--- src/hw/rtl/tfpb_pkg.sv ---
// Shared types, constants and helpers for the tilt filter / PD balance block.
// No dependencies; imported by every module of the block.
`timescale 1ns / 1ps

package tfpb_pkg;

   // configuration port
   localparam int CSR_IDX_W  = 3;
   localparam int CSR_DATA_W = 32;

   localparam logic [CSR_IDX_W-1:0] REG_BLEND_WEIGHT   = 3'd0;
   localparam logic [CSR_IDX_W-1:0] REG_SETPOINT_ANGLE = 3'd1;
   localparam logic [CSR_IDX_W-1:0] REG_TOLERANCE_BAND = 3'd2;
   localparam logic [CSR_IDX_W-1:0] REG_PROP_GAIN      = 3'd3;
   localparam logic [CSR_IDX_W-1:0] REG_DERIV_GAIN     = 3'd4;
   localparam logic [CSR_IDX_W-1:0] REG_ACCEL_GAIN     = 3'd5;
   localparam logic [CSR_IDX_W-1:0] REG_GYRO_GAIN      = 3'd6;

   // register reset values
   localparam logic [15:0]        RST_BLEND_WEIGHT   = 16'd45875;
   localparam logic signed [31:0] RST_SETPOINT_ANGLE = 32'sd131;
   localparam logic [30:0]        RST_TOLERANCE_BAND = 31'd131;
   localparam logic [23:0]        RST_PROP_GAIN      = 24'd256000;
   localparam logic [23:0]        RST_DERIV_GAIN     = 24'd1280000;
   localparam logic [23:0]        RST_ACCEL_GAIN     = 24'd265900;
   localparam logic [23:0]        RST_GYRO_GAIN      = 24'd5721;

   // shared multiply-accumulate unit widths
   localparam int MUL_A_W = 34;
   localparam int MUL_B_W = 25;
   localparam int PROD_W  = MUL_A_W + MUL_B_W;
   localparam int ACC_W   = PROD_W + 1;

   localparam logic signed [31:0] I32_MAX = 32'sh7FFF_FFFF;
   localparam logic signed [31:0] I32_MIN = 32'sh8000_0000;
   localparam logic signed [63:0] I64_OF_I32_MAX = 64'sh0000_0000_7FFF_FFFF;
   localparam logic signed [63:0] I64_OF_I32_MIN = 64'shFFFF_FFFF_8000_0000;

   typedef enum logic [3:0] {
      ST_IDLE,
      ST_MUL_ACCEL,
      ST_MUL_GYRO,
      ST_MUL_BLEND_ACC,
      ST_MUL_BLEND_GYR,
      ST_SUM_BLEND,
      ST_ANGLE,
      ST_ERR,
      ST_MUL_PROP,
      ST_MUL_DERIV,
      ST_SUM_DRIVE,
      ST_DRIVE,
      ST_DONE
   } state_type;

   typedef enum logic [2:0] {
      MS_ACCEL,
      MS_GYRO,
      MS_BLEND_ACC,
      MS_BLEND_GYR,
      MS_PROP,
      MS_DERIV
   } mul_sel_type;

   typedef enum logic [1:0] {
      AO_HOLD,
      AO_LOAD,
      AO_ADD
   } acc_op_type;

   typedef struct packed {
      logic        idle;
      logic        mul_en;
      mul_sel_type mul_sel;
      acc_op_type  acc_op;
      logic        ld_accel;
      logic        ld_gyro;
      logic        ld_angle;
      logic        ld_err;
      logic        ld_diff;
      logic        ld_drive;
      logic        ld_out;
   } ctrl_type;

   // clamp a sign-extended value into 32-bit signed range
   function automatic logic signed [31:0] sat32(input logic signed [63:0] x);
      logic signed [31:0] r;
      if (x > I64_OF_I32_MAX) begin
         r = I32_MAX;
      end else if (x < I64_OF_I32_MIN) begin
         r = I32_MIN;
      end else begin
         r = x[31:0];
      end
      return r;
   endfunction

endpackage

--- src/hw/rtl/tfpb_mac.sv ---
// Shared signed multiply-accumulate unit: registered product, then accumulator.
// Depends on tfpb_pkg for widths and the accumulator op codes.
`timescale 1ns / 1ps

module tfpb_mac
   import tfpb_pkg::*;
(
   input  logic                       clock,
   input  logic                       mul_en,
   input  acc_op_type                 acc_op,
   input  logic signed [MUL_A_W-1:0]  op_a,
   input  logic signed [MUL_B_W-1:0]  op_b,
   output logic signed [PROD_W-1:0]   prod,
   output logic signed [ACC_W-1:0]    acc
);

   logic signed [PROD_W-1:0] prod_ff, prod_in;
   logic signed [ACC_W-1:0]  acc_ff, acc_in;

   always_comb begin
      prod_in = mul_en ? op_a * op_b : prod_ff;
   end

   always_comb begin
      case (acc_op)
         AO_LOAD: acc_in = {prod_ff[PROD_W-1], prod_ff};
         AO_ADD:  acc_in = acc_ff + {prod_ff[PROD_W-1], prod_ff};
         AO_HOLD: acc_in = acc_ff;
         default: acc_in = acc_ff;
      endcase
   end

   always_ff @(posedge clock) begin
      prod_ff <= prod_in;
      acc_ff  <= acc_in;
   end

   assign prod = prod_ff;
   assign acc  = acc_ff;

endmodule

--- config.mk ---
export PLATFORM = sky130hd
export DESIGN_NAME = tfpb_mac
export DESIGN_NICKNAME = d
export VERILOG_FILES = /design/src/hw/rtl/tfpb_pkg.sv /design/src/hw/rtl/tfpb_mac.sv
export SDC_FILE = /design/constraint.sdc
export NUM_CORES = 2
export LEC_CHECK = 0
export ABC_AREA = 0
export BUFFER_PORTS_ARGS = -buffer_cell sky130_fd_sc_hd__buf_2
export CORE_UTILIZATION = 59
export DETAILED_ROUTE_END_ITERATION = 10
export PLACE_DENSITY = 0.8
export SYNTH_ARGS = -nofsm -noshare
export SYNTH_HDL_FRONTEND = slang
export SYNTH_SLANG_ARGS = --single-unit
--- constraint.sdc ---
create_clock -name clock -period 7 [get_ports clock]
set_input_delay 0.35 -clock clock [delete_from_list [all_inputs] [get_ports clock]]
set_output_delay 0.35 -clock clock [all_outputs]
set_load 0.05 [all_outputs]
==> summary.md <==
| Metric | Value |
|---|---|
| Hold Crit Start | `mul_en` |
| Yosys warnings | `0` |
| Clock Skews | `9.28 ps` |
| Seq. cell area | `3570 µm²` |
| Number of global-route vias before repair | `29957` |
| Die Area | `between 60000 and 70000 µm²` |
| Crit path time final | `6810 ps` |
| Via count | `28616` |
| Clock buffer depth | `2` |
| Syn Inst Count | `3970` |
| Run status | `completed` |
| First-pass GRT wire length | `158000 µm` |
| Met1 GRT Util | `43.9%` |
| Crit-path max FO | `5` |
| Fraction of registers with async set or reset after synthesis | `0%` |
| Post-DP HPWL | `~86000 µm` |
| Avg Cell Area, Syn | `around 9.4 µm²` |
| Share of cells above drive strength 1 | `between 10% and 20%` |
| CP max stage cell | `fa_1` |
| Top-area cell type share of the netlist area | `a little under half` |
| I/O pins | `about 180` |
| Seq cells post-synth | `119` |
| CTS Sinks | `119` |
| Worst Setup End Kind | `register` |
| Clock Latency Late Sink | `430 ps` |
| Commonest non-fill, non-tap cells in the layout | `inv_1 (899), fa_1 (860), nand2_1 (482)` |
| Footprint of the multi-input gates | `30000 µm²` |
| GPL Wtd Cong | `0.986` |
| R2R Path Start | `prod[0]` |
| Cell accounting for the most synthesized area | `fa_1` |
| Antenna violations before repair | `1` |
| Gr busiest metal | `met2` |
| GR Layer Usage met2 | `50.5%` |
| Post-synth EDFFs | `119` |
| Netlist cell types | `between 70 and 80` |
| Core Util, Final | `68.2%` |
| Clock transition at path regs | `60 ps` |
| Largest net degree at the start of global routing | `slightly above 60` |
| Commonest non-fill, non-tap cell in the layout | `inv_1` |
| CP Data Required Time | `7230 ps` |
| Via/cell ratio | `5.52` |
| Final worst path period share | `slightly below 100%` |
| Final setup violation count | `0` |
| Die H | `254 µm` |
| IO buf count | `between 150 and 200` |
| Antenna Nets Post-Route | `0` |
| Max Clk Rate | `147 MHz` |
| Final wirelength | `between 90000 and 100000 µm` |
| Drt initial violations | `around 2300` |
| Critical path class | `in -> reg` |
| Total GRT Usage | `31.8%` |
| Critical Path Start | `op_b[4]` |
| Detail-routed net length per standard cell | `18.9 µm` |
| Fin nets | `5480` |
| Slew margin rel. | `45.4%` |
| Cell mode on critical path | `fa_1` |
| Met3 Use GR | `7.00%` |
| WP data arrival | `7040 ps` |
| Synth top area cells | `fa_1 (46%), edfxtp_1 (9.6%), inv_1 (9.0%)` |
| H-tree depth | `4` |
| Syn nets | `5118` |
| Worst slew pin tran | `819 ps` |
| Row count | `91` |
| CTS root buf | `clkbuf_16` |
| Number of CTS-inserted buffers | `17` |
| Synth Flop Type | `edfxtp_1` |
| Initial core utilization | `60.2%` |
| Drt pass-1 iters | `5` |
| Max cap viols | `0` |
| Reg2reg setup slack | `between 2000 and 3000 ps` |
| Syn Std Cell Area | `37400 µm²` |
| Hold crit path type | `in -> reg` |
| DRC | `0` |
| Filler cells | `around 4600` |
| Seq/Total Area, Yosys | `9.55%` |
| Final Max Slew Viols | `0` |
| Core ar. | `62200 µm²` |
| Launching element type of the critical path | `input pin` |
| Area Growth Syn to Fin | `13.3%` |
| Aggregate global routing overflow | `0` |
| Slowest stage delay, CP | `around 550 ps` |
| Final hold violations | `0` |
| TritonCTS clock tree | `yes` |
| Width of the chip | `~250 µm` |
## state kept, by name (all words and copies together) (netlist names)
| register | count |
|---|---|
| prod | 59 |
| acc | 60 |
## layout make-up
cell class,instances,area share (%)
tap,837,2.47
timing repair buffer,528,9.09
inverter,901,7.98
sequential,119,8.43
clock inverter,14,0.298
clock buffer,18,1.01
antenna,3,0.0177
multi-input combinational,2765,70.7
## metal layers
layer  wire length, µm  part of all wire (%)
met5                 0                     0
met4              2840                   2.9
met2             44800                    46
met3             10800                    11
met1             39800                    41
## cell families (layout without fill, tap and decap cells)
group	count (synthesis)	after routing	synth area share, %
AOI/OAI and AO/OA	387	387	6.74
buffers and inverters	1086	1461	10.9
adders and majority gates	1085	1085	53.7
DFF	119	119	9.55
other	0	3	0
xor gates and xnor gates	117	117	2.74
muxes	46	46	1.38
and+or+nand+nor	1130	1130	15.0
## worst max-delay path: cells and delay by family
family / cells / cell delay, ps
simple gates: 4 / 360
fa+ha+maj: 8 / 3770
buf+inv: 9 / 770
compound gates: 8 / 1740
## what timing repair did
action                                  in CTS  in global routing
hold buffers                                 0                  0
gates resized for setup                      0                 65
endpoints found under the setup margin       0                 19
buffers inserted                             0                  2
## metrics by stage
| stage | TNS (ps) | cells | cell area, µm² | worst slack (ps) | hold slack (ps) |
|---|---|---|---|---|---|
| 2_1_floorplan | -112 | 3970 | 37400 | -60.6 | 462 |
| 3_3_place_gp | -3570 | 5147 | 41600 | -357 | 598 |
| 3_5_place_dp | -4900 | 5147 | 41600 | -416 | 601 |
| 4_1_cts | 0 | 5179 | 42100 | 32.9 | 612 |
| 5_1_grt | -43.2 | 5183 | 42400 | -35.1 | 641 |
| 6_report | 0 | 5185 | 42400 | 190 | 599 |
## cells in the mapped netlist, drive strengths merged, types with 8 or more instances
cell,number
a211oi,12
a21o,64
a21oi,122
a31oi,12
and2,420
and3,15
clkbuf,178
edfxtp,119
fa,866
ha,219
inv,901
mux2,45
nand2,483
nand2b,19
nand3,23
nand4,14
nor2,94
nor2b,13
nor3,24
o21a,17
o21ai,73
o21bai,24
o31ai,8
xnor2,74
xor2,43
## final timing paths
| check | end | cells after the start |
|---|---|---|
| max | prod[52] | 29 |
| min reg2reg | acc[10] | 2 |
| max reg2reg | acc[56] | 14 |
| min | prod[10] | 2 |
Power is not shown: default switching activity piles up to over one toggle a cycle in this logic, so the estimate is an artifact.
