$ cat src/hw/rtl/tfpb_pkg.sv
// Shared types, constants and helpers for the tilt filter / PD balance block.
// No dependencies; imported by every module of the block.
`timescale 1ns / 1ps

package tfpb_pkg;

   // configuration port
   localparam int CSR_IDX_W  = 3;
   localparam int CSR_DATA_W = 32;

   localparam logic [CSR_IDX_W-1:0] REG_BLEND_WEIGHT   = 3'd0;
   localparam logic [CSR_IDX_W-1:0] REG_SETPOINT_ANGLE = 3'd1;
   localparam logic [CSR_IDX_W-1:0] REG_TOLERANCE_BAND = 3'd2;
   localparam logic [CSR_IDX_W-1:0] REG_PROP_GAIN      = 3'd3;
   localparam logic [CSR_IDX_W-1:0] REG_DERIV_GAIN     = 3'd4;
   localparam logic [CSR_IDX_W-1:0] REG_ACCEL_GAIN     = 3'd5;
   localparam logic [CSR_IDX_W-1:0] REG_GYRO_GAIN      = 3'd6;

   // register reset values
   localparam logic [15:0]        RST_BLEND_WEIGHT   = 16'd45875;
   localparam logic signed [31:0] RST_SETPOINT_ANGLE = 32'sd131;
   localparam logic [30:0]        RST_TOLERANCE_BAND = 31'd131;
   localparam logic [23:0]        RST_PROP_GAIN      = 24'd256000;
   localparam logic [23:0]        RST_DERIV_GAIN     = 24'd1280000;
   localparam logic [23:0]        RST_ACCEL_GAIN     = 24'd265900;
   localparam logic [23:0]        RST_GYRO_GAIN      = 24'd5721;

   // shared multiply-accumulate unit widths
   localparam int MUL_A_W = 34;
   localparam int MUL_B_W = 25;
   localparam int PROD_W  = MUL_A_W + MUL_B_W;
   localparam int ACC_W   = PROD_W + 1;

   localparam logic signed [31:0] I32_MAX = 32'sh7FFF_FFFF;
   localparam logic signed [31:0] I32_MIN = 32'sh8000_0000;
   localparam logic signed [63:0] I64_OF_I32_MAX = 64'sh0000_0000_7FFF_FFFF;
   localparam logic signed [63:0] I64_OF_I32_MIN = 64'shFFFF_FFFF_8000_0000;

   typedef enum logic [3:0] {
      ST_IDLE,
      ST_MUL_ACCEL,
      ST_MUL_GYRO,
      ST_MUL_BLEND_ACC,
      ST_MUL_BLEND_GYR,
      ST_SUM_BLEND,
      ST_ANGLE,
      ST_ERR,
      ST_MUL_PROP,
      ST_MUL_DERIV,
      ST_SUM_DRIVE,
      ST_DRIVE,
      ST_DONE
   } state_type;

   typedef enum logic [2:0] {
      MS_ACCEL,
      MS_GYRO,
      MS_BLEND_ACC,
      MS_BLEND_GYR,
      MS_PROP,
      MS_DERIV
   } mul_sel_type;

   typedef enum logic [1:0] {
      AO_HOLD,
      AO_LOAD,
      AO_ADD
   } acc_op_type;

   typedef struct packed {
      logic        idle;
      logic        mul_en;
      mul_sel_type mul_sel;
      acc_op_type  acc_op;
      logic        ld_accel;
      logic        ld_gyro;
      logic        ld_angle;
      logic        ld_err;
      logic        ld_diff;
      logic        ld_drive;
      logic        ld_out;
   } ctrl_type;

   // clamp a sign-extended value into 32-bit signed range
   function automatic logic signed [31:0] sat32(input logic signed [63:0] x);
      logic signed [31:0] r;
      if (x > I64_OF_I32_MAX) begin
         r = I32_MAX;
      end else if (x < I64_OF_I32_MIN) begin
         r = I32_MIN;
      end else begin
         r = x[31:0];
      end
      return r;
   endfunction

endpackage

$ cat src/hw/rtl/tfpb_ctrl.sv
// Sequencer that steps one sample through the shared multiply-accumulate unit.
// Depends on tfpb_pkg for the state enum and the control struct.
`timescale 1ns / 1ps

module tfpb_ctrl
   import tfpb_pkg::*;
(
   input  logic     clock,
   input  logic     reset,
   input  logic     req_valid,
   input  logic     out_free,
   output ctrl_type ctrl
);

   state_type state_ff, state_in;

   always_comb begin
      state_in = state_ff;
      case (state_ff)
         ST_IDLE:          if (req_valid) state_in = ST_MUL_ACCEL;
         ST_MUL_ACCEL:     state_in = ST_MUL_GYRO;
         ST_MUL_GYRO:      state_in = ST_MUL_BLEND_ACC;
         ST_MUL_BLEND_ACC: state_in = ST_MUL_BLEND_GYR;
         ST_MUL_BLEND_GYR: state_in = ST_SUM_BLEND;
         ST_SUM_BLEND:     state_in = ST_ANGLE;
         ST_ANGLE:         state_in = ST_ERR;
         ST_ERR:           state_in = ST_MUL_PROP;
         ST_MUL_PROP:      state_in = ST_MUL_DERIV;
         ST_MUL_DERIV:     state_in = ST_SUM_DRIVE;
         ST_SUM_DRIVE:     state_in = ST_DRIVE;
         ST_DRIVE:         state_in = ST_DONE;
         ST_DONE:          if (out_free) state_in = ST_IDLE;
         default:          state_in = ST_IDLE;
      endcase
   end

   always_ff @(posedge clock) begin
      if (reset) begin
         state_ff <= ST_IDLE;
      end else begin
         state_ff <= state_in;
      end
   end

   always_comb begin
      ctrl          = '0;
      ctrl.mul_sel  = MS_ACCEL;
      ctrl.acc_op   = AO_HOLD;
      case (state_ff)
         ST_IDLE: begin
            ctrl.idle = 1'b1;
         end
         ST_MUL_ACCEL: begin
            ctrl.mul_en  = 1'b1;
            ctrl.mul_sel = MS_ACCEL;
         end
         ST_MUL_GYRO: begin
            ctrl.mul_en   = 1'b1;
            ctrl.mul_sel  = MS_GYRO;
            ctrl.ld_accel = 1'b1;
         end
         ST_MUL_BLEND_ACC: begin
            ctrl.mul_en  = 1'b1;
            ctrl.mul_sel = MS_BLEND_ACC;
            ctrl.ld_gyro = 1'b1;
         end
         ST_MUL_BLEND_GYR: begin
            ctrl.mul_en  = 1'b1;
            ctrl.mul_sel = MS_BLEND_GYR;
            ctrl.acc_op  = AO_LOAD;
         end
         ST_SUM_BLEND: begin
            ctrl.acc_op = AO_ADD;
         end
         ST_ANGLE: begin
            ctrl.ld_angle = 1'b1;
         end
         ST_ERR: begin
            ctrl.ld_err = 1'b1;
         end
         ST_MUL_PROP: begin
            ctrl.mul_en  = 1'b1;
            ctrl.mul_sel = MS_PROP;
            ctrl.ld_diff = 1'b1;
         end
         ST_MUL_DERIV: begin
            ctrl.mul_en  = 1'b1;
            ctrl.mul_sel = MS_DERIV;
            ctrl.acc_op  = AO_LOAD;
         end
         ST_SUM_DRIVE: begin
            ctrl.acc_op = AO_ADD;
         end
         ST_DRIVE: begin
            ctrl.ld_drive = 1'b1;
         end
         ST_DONE: begin
            ctrl.ld_out = out_free;
         end
         default: begin
            ctrl.idle = 1'b0;
         end
      endcase
   end

endmodule

$ cat config.mk
export PLATFORM = sky130hd
export DESIGN_NAME = tfpb_ctrl
export DESIGN_NICKNAME = d
export VERILOG_FILES = /design/src/hw/rtl/tfpb_pkg.sv /design/src/hw/rtl/tfpb_ctrl.sv
export SDC_FILE = /design/constraint.sdc
export NUM_CORES = 1
export LEC_CHECK = 0
export BUFFER_PORTS_ARGS = -buffer_cell sky130_fd_sc_hd__clkbuf_2
export CAP_MARGIN = 0
export CORE_AREA = 5 5 42 44
export DETAILED_ROUTE_END_ITERATION = 8
export DIE_AREA = 0 0 47 49
export PLACE_DENSITY_LB_ADDON = 0.05
export SLEW_MARGIN = 20
export SYNTH_ARGS = -nofsm -noshare
export SYNTH_HDL_FRONTEND = slang
export SYNTH_SLANG_ARGS = --single-unit
$ cat constraint.sdc
create_clock -name clock -period 1.12 [get_ports clock]
set_input_delay 0 -clock clock [delete_from_list [all_inputs] [get_ports clock]]
set_output_delay 0 -clock clock [all_outputs]
set_load 0.02 [all_outputs]
==> qor.csv, run 1 <==
stage,metric,value,unit
run_status,status,"complete, but fails checks",
run_status,violations,negative setup slack,
clock_tree,cts_tree,done,
sta,slew_viol_final,0,
final_layout,largest_reg_flops,4,
global_route,overflow,0,
final_layout,top_regs,state_ff x4,
clock_tree,cts_buffers,3,
synth,yosysTopAreaCell,dfxtp_1,
die,core-area,1400,um2
die,num_rows,14,
synth,synthTopCellsByCount,"nor2_1 (5), dfxtp_1 (4), nor3_1 (4), nand2_1 (3), nand2b_1 (3)",
placed_design,numPortBuffers,17,
clock_tree,clock_latency,0.23,ns
final_layout,antenna_cells,0,
synth,yosys.cell_types.count,28,
setup_path,path_class,reg -> out,
global_route,grt_antenna_before_repair,0,
placed_design,placed_area,557,um2
sta,fmax,761,MHz
setup_path,worstPathMaxFanout,5,
drt,routedWlPerCell,13.1,um
synth,synth_area,348,um2
final_layout,area_delta_synth_final,126,%
setup_path,setup.worst_path.end_class,output pin,
drt,dr.pass1.iters,4,
run,cap_violations,0,
synth,synth_edf_count,0,
setup_path,crit_required,1.12,ns
die,start_util,24.8,%
sta,period_minus_slack,1.31,ns
global_route,grt_pass1_vias,473,
final_layout,drive_gt1_share,71.3,%
sta,finalHoldViolations,0,
synth,yosysWarnings,0,
final_layout,fin_area,785,um2
sta,skew,0.00107,ns
placed_design,dp_cells,89,
drt,wl,1260,um
die,fp.dieH,49,um
power_and_ir_drop,power_density,2040,nW/um2
synth,synthArstFlopShare,0,%
setup_path,critical_path.cell_chain,"buf_4, and2b_1, nand2_2, a21oi_2, clkbuf_8",
sta,hold_slack,0.0507,ns
synth,syn-num-nets,51,
clock_tree,cts_num_sinks,4,
synth,synth_area_leaders,"dfxtp_1 (23%), nor3_1 (5.8%), nand2b_1 (5.4%)",
synth,syn_avg_cell_area,7.40,um2
final_layout,layout.nets,86,
sta,rsz0062_at_grt,yes,
die,die_w,47,um
sta,tightest_slew,0.241,ns
setup_path,max_stage_delay,0.34,ns
power_and_ir_drop,ir_drop,0.724,mV
clock_tree,cts_htree_levels,1,
setup_path,slowest_stage,dfxtp_4,
setup_path,critPathLaunchType,flop,
synth,netlist_instances,47,
setup_path,critPathArrivalTime,1.31,ns
die,die_area,2300,um2
synth,synth_most_common_cell,nor2_1,
sta,min_period_over_period,117,%
drt,drc,0,
synth,synth_flop_cell,dfxtp_1,
clock_tree,hold_buffers,0,
placed_design,place_congestion,0.761,
sta,relSlewSlack,83.8,%
power_and_ir_drop,p_leak,0.358,nW
sta,finalWorstSetupSlack,-0.194,ns
drt,viasPerCell,5.00,
synth,yosys.area.top_type_share,23.0,%
hold_path,min_path_cells,3,
sta,setup_tns,-1.80,ns
global_route,grt_start_max_net_pins,12,
clock_tree,cts_max_path_buffers,2,
final_layout,regMostFlops,state_ff,
global_route,grtUsageTotal,11.8,%
clock_tree,cts-root-buf,clkbuf_4,
global_route,grt_first_pass_wirelength,2010,um
die,io_pins,18,
synth,ys_ff_latch,4,
hold_path,hp-class,in -> reg,
clock_tree,path_clk_slew,0.04,ns
drt,first_iter_violations,4,
final_layout,fin_cells,96,
placed_design,dpl.hpwl,902,um
drt,ant_nets,0,
setup_path,r2r_cells,5,
drt,via_count,480,
synth,ys_seq_area_share,23.0,%
sta,setup_viol_count_final,16,
power_and_ir_drop,power,1.60,mW
-- critical path, delay by kind of cell (launching register included) --
kind                   cells  cell delay [ns]
buffers and inverters      2             0.30
flip-flops                 1             0.34
AND/OR/NAND/NOR            2             0.29
AO/OA/AOI/OAI              1             0.14
-- metrics by stage --
stage          setup slack, ns  util, %
6_report                -0.194     56.0
5_1_grt                 -0.259     56.0
4_1_cts                 -0.240     51.6
3_5_place_dp           -0.0489     39.7
3_3_place_gp           -0.0815     39.7
2_1_floorplan          -0.0502        -
-- timing repair --
| action | in CTS | in global routing |
|---|---|---|
| endpoints found under the setup margin | 18 | 17 |
| buffers inserted | 4 | 0 |
| pin swaps | 9 | 3 |
| gates resized for setup | 35 | 24 |
-- cell usage in the layout, fill, tap and decap left out, drive strengths merged --
master,n
nor2b,1
a2bb2oi,1
nand3,1
clkbuf,11
a21o,1
o32ai,2
and3b,2
or3b,1
inv,2
or2b,1
buf,26
nor4,1
dfxtp,4
o21ai,1
and2b,1
a21oi,2
o21a,1
and4,1
nand2b,3
a31oi,2
nand2,3
nor3,4
xnor2,1
nor2,5
a21boi,1
o22ai,1
-- layer usage --
| layer | track usage [%] | part of all wire, % |
|---|---|---|
| met2 | 18.3 | 50 |
| met1 | 14.2 | 43 |
| met5 | 0 | 0 |
| met3 | 2.95 | 5.7 |
| met4 | 6.45 | 0.79 |
-- layout make-up --
class / instances / area, um2
clock buffers: 3 / 22.5
fillers: 132 / 617
inverters: 2 / 7.51
multi-input cells: 37 / 345
flip-flops and latches: 4 / 95.1
well taps: 16 / 20.0
repair buffers: 34 / 294
-- power breakdown --
group	internal (mW)	total, mW	switching [mW]	leakage [nW]
logic	0.603	1.14	0.538	0.308
registers	0.196	0.276	0.0800	0.0356
clock network	0.120	0.180	0.0602	0.0138
total	0.920	1.60	0.679	0.358
-- final timing paths --
kind / start / to / slack [ns]
setup / recovery: state_ff[2] / ctrl[10] / -0.19
hold / removal: reset / state_ff[2] / 0.05
setup reg to reg: state_ff[3] / state_ff[3] / -0.04
hold reg to reg: state_ff[0] / state_ff[3] / 0.62
-- cell families (layout without fill, tap and decap cells) --
group | count (synthesis) | in the layout | synth area share, %
buffers and inverters | 6 | 39 | 10.4
AND/OR/NAND/NOR | 24 | 24 | 39.2
AO/OA/AOI/OAI | 12 | 12 | 24.8
XOR/XNOR | 1 | 1 | 2.52
flip-flops | 4 | 4 | 23.0
Power figures use the tool's default switching activity.
==> inputs of run 2 (changes only) <==
Settings changed: RECOVER_POWER set to 100.
==> run 2 against run 1 <==
Wire length increased by 0.32%; largest cell class unchanged; setup slack about the same; first-iteration DRC count unchanged; core utilization unchanged; fmax about the same; sequential share of layout area unchanged; the run still ends with negative setup slack left; combinational power about the same; via count decreased by 0.42%; worst hold slack improved by 0.00052 ns.
==> qor.csv, run 2 (same netlist as run 1, synthesis figures left out) <==
stage,metric,value,unit,change
sta,finalWorstSetupSlack,-0.194,ns,-0.0000970 ns
sta,finalHoldViolations,0,,unchanged
sta,slew_viol_final,0,,unchanged
clock_tree,cts-root-buf,clkbuf_4,,
clock_tree,cts_buffers,3,,unchanged
hold_path,hp-class,in -> reg,,
clock_tree,hold_buffers,0,,unchanged
final_layout,top_regs,state_ff x4,,
final_layout,regMostFlops,state_ff,,
final_layout,drive_gt1_share,71.3,%,unchanged
setup_path,setup.worst_path.end_class,output pin,,
final_layout,final_common_cell,buf_4,,
clock_tree,cts_htree_levels,1,,unchanged
global_route,grt_pass1_vias,473,,unchanged
drt,viasPerCell,4.98,,-0.42%
drt,wl_met2,631,um,-0.63%
power_and_ir_drop,ir_drop,0.723,mV,-0.14%
power_and_ir_drop,power_density,2040,nW/um2,about the same
sta,relSlewSlack,83.7,%,-0.17 points
setup_path,critPathArrivalTime,1.31,ns,about the same
global_route,overflow,0,,unchanged
sta,hold_slack,0.0513,ns,+0.000523 ns
setup_path,critPathLaunchType,flop,,
run,cap_violations,0,,unchanged
final_layout,final_cell_mix,"buf_4 (18), buf_6 (8), clkbuf_4 (4), clkbuf_2 (4), dfxtp_4 (4)",,
drt,wirelength_met1,548,um,+1.7%
placed_design,place_congestion,0.761,,unchanged
die,die_area,2300,um2,unchanged
drt,drc,0,,unchanged
die,io_pins,18,,unchanged
final_layout,n_fill_cell,132,,unchanged
final_layout,area_delta_synth_final,126,%,unchanged
drt,first_iter_violations,4,,unchanged
power_and_ir_drop,p_leak,0.357,nW,-0.16%
global_route,grt_first_pass_wirelength,2010,um,unchanged
drt,routedWlPerCell,13.1,um,+0.32%
drt,ant_nets,0,,unchanged
hold_path,holdPathEnd,state_ff[2],,
setup_path,r2r_setup_slack,-0.04,ns,about the same
sta,setup_viol_count_final,16,,unchanged
final_layout,layout.nets,86,,unchanged
sta,fmax,761,MHz,about the same
die,core-area,1400,um2,unchanged
sta,min_period_over_period,117,%,about the same
run_status,status,"complete, but fails checks",,
final_layout,antenna_cells,0,,unchanged
hold_path,hp-start,reset,,
die,die_w,47,um,unchanged
setup_path,crit_required,1.12,ns,about the same
sta,rsz0062_at_grt,yes,,
drt,dr.pass1.iters,4,,unchanged
die,num_rows,14,,unchanged
sta,period_minus_slack,1.31,ns,+0.0000970 ns
power_and_ir_drop,power,1.60,mW,about the same
setup_path,worstPathMaxFanout,5,,unchanged
setup_path,timing.rr.end,state_ff[3],,
placed_design,dpl.hpwl,902,um,unchanged
drt,top_layer,met4,,
die,fp.dieH,49,um,unchanged
global_route,grtUsageTotal,11.8,%,unchanged
clock_tree,cts_num_sinks,4,,unchanged
drt,wl,1260,um,+0.32%
clock_tree,clock_latency,0.23,ns,about the same
global_route,grt_start_max_net_pins,12,,unchanged
drt,via_count,478,,-0.42%
sta,tightest_slew,0.243,ns,+0.00249 ns
run_status,violations,negative setup slack,,
clock_tree,cts_tree,done,,
setup_path,r2r-start,state_ff[2],,
setup_path,r2r_cells,4,,-1
placed_design,numPortBuffers,17,,unchanged
global_route,grt_antenna_before_repair,0,,unchanged
sta,skew,0.00106,ns,-0.00000638 ns
die,start_util,24.8,%,unchanged
setup_path,path_class,reg -> out,,
final_layout,largest_reg_flops,4,,unchanged
hold_path,min_path_cells,3,,unchanged
clock_tree,path_clk_slew,0.04,ns,about the same
drt,dr_wl_met3,72,um,unchanged
clock_tree,cts_max_path_buffers,2,,unchanged
==> run 2: critical path, stage by stage, from the launching register on <==
cell	delay [ns]
dfxtp_4	0.34
buf_4	0.15
and2b_1	0.22
nand2_2	0.07
a21oi_2	0.14
clkbuf_8	0.15
==> run 2: worst max path at each step <==
stage,startpoint,endpoint,cells after the start
after floorplan,state_ff[2],ctrl[10],3
after global placement,state_ff[1],state_ff[2],3
after detailed placement,state_ff[2],ctrl[12],4
after CTS,state_ff[2],ctrl[12],4
after global routing,state_ff[2],ctrl[7],5
final,state_ff[2],ctrl[10],5
==> run 2: stage by stage <==
step / cells / area (um2) / setup TNS (ns) / setup slack [ns] / utilization, %
after floorplan: 47 / 383 / -0.124 / -0.0502 / -
after global placement: 89 / 557 / -0.371 / -0.0815 / 39.7
after detailed placement: 89 / 557 / -0.347 / -0.0489 / 39.7
after CTS: 96 / 723 / -2.01 / -0.240 / 51.6
after global routing: 96 / 785 / -2.93 / -0.259 / 56.0
final: 96 / 785 / -1.81 / -0.194 / 56.0
==> run 2: cell type report <==
type / instances / area [um2] / area share [%]
inverters: 2 / 7.51 / 0.957
well taps: 16 / 20.0 / 2.55
flip-flops and latches: 4 / 95.1 / 12.1
repair buffers: 34 / 294 / 37.5
multi-input cells: 37 / 345 / 44.0
clock buffers: 3 / 22.5 / 2.87
==> run 2: report_power, final <==
group / total (mW) / switching, mW / internal [mW]
sequential: 0.276 / 0.0799 / 0.196
combinational: 1.14 / 0.538 / 0.603
clock: 0.180 / 0.0603 / 0.120
total: 1.60 / 0.678 / 0.919
==> run 2: repair_timing <==
action                                  CTS  global route
pin swaps                                 9             3
resized for setup                        35            24
setup buffers                             4             0
endpoints found under the setup margin   18            17
==> run 2: routing by layer <==
metal  up-vias  track usage [%]
met2        15             18.3
met4         0             6.45
met3         2             2.95
met1       224             14.2
met5         -                0
li1        237                -
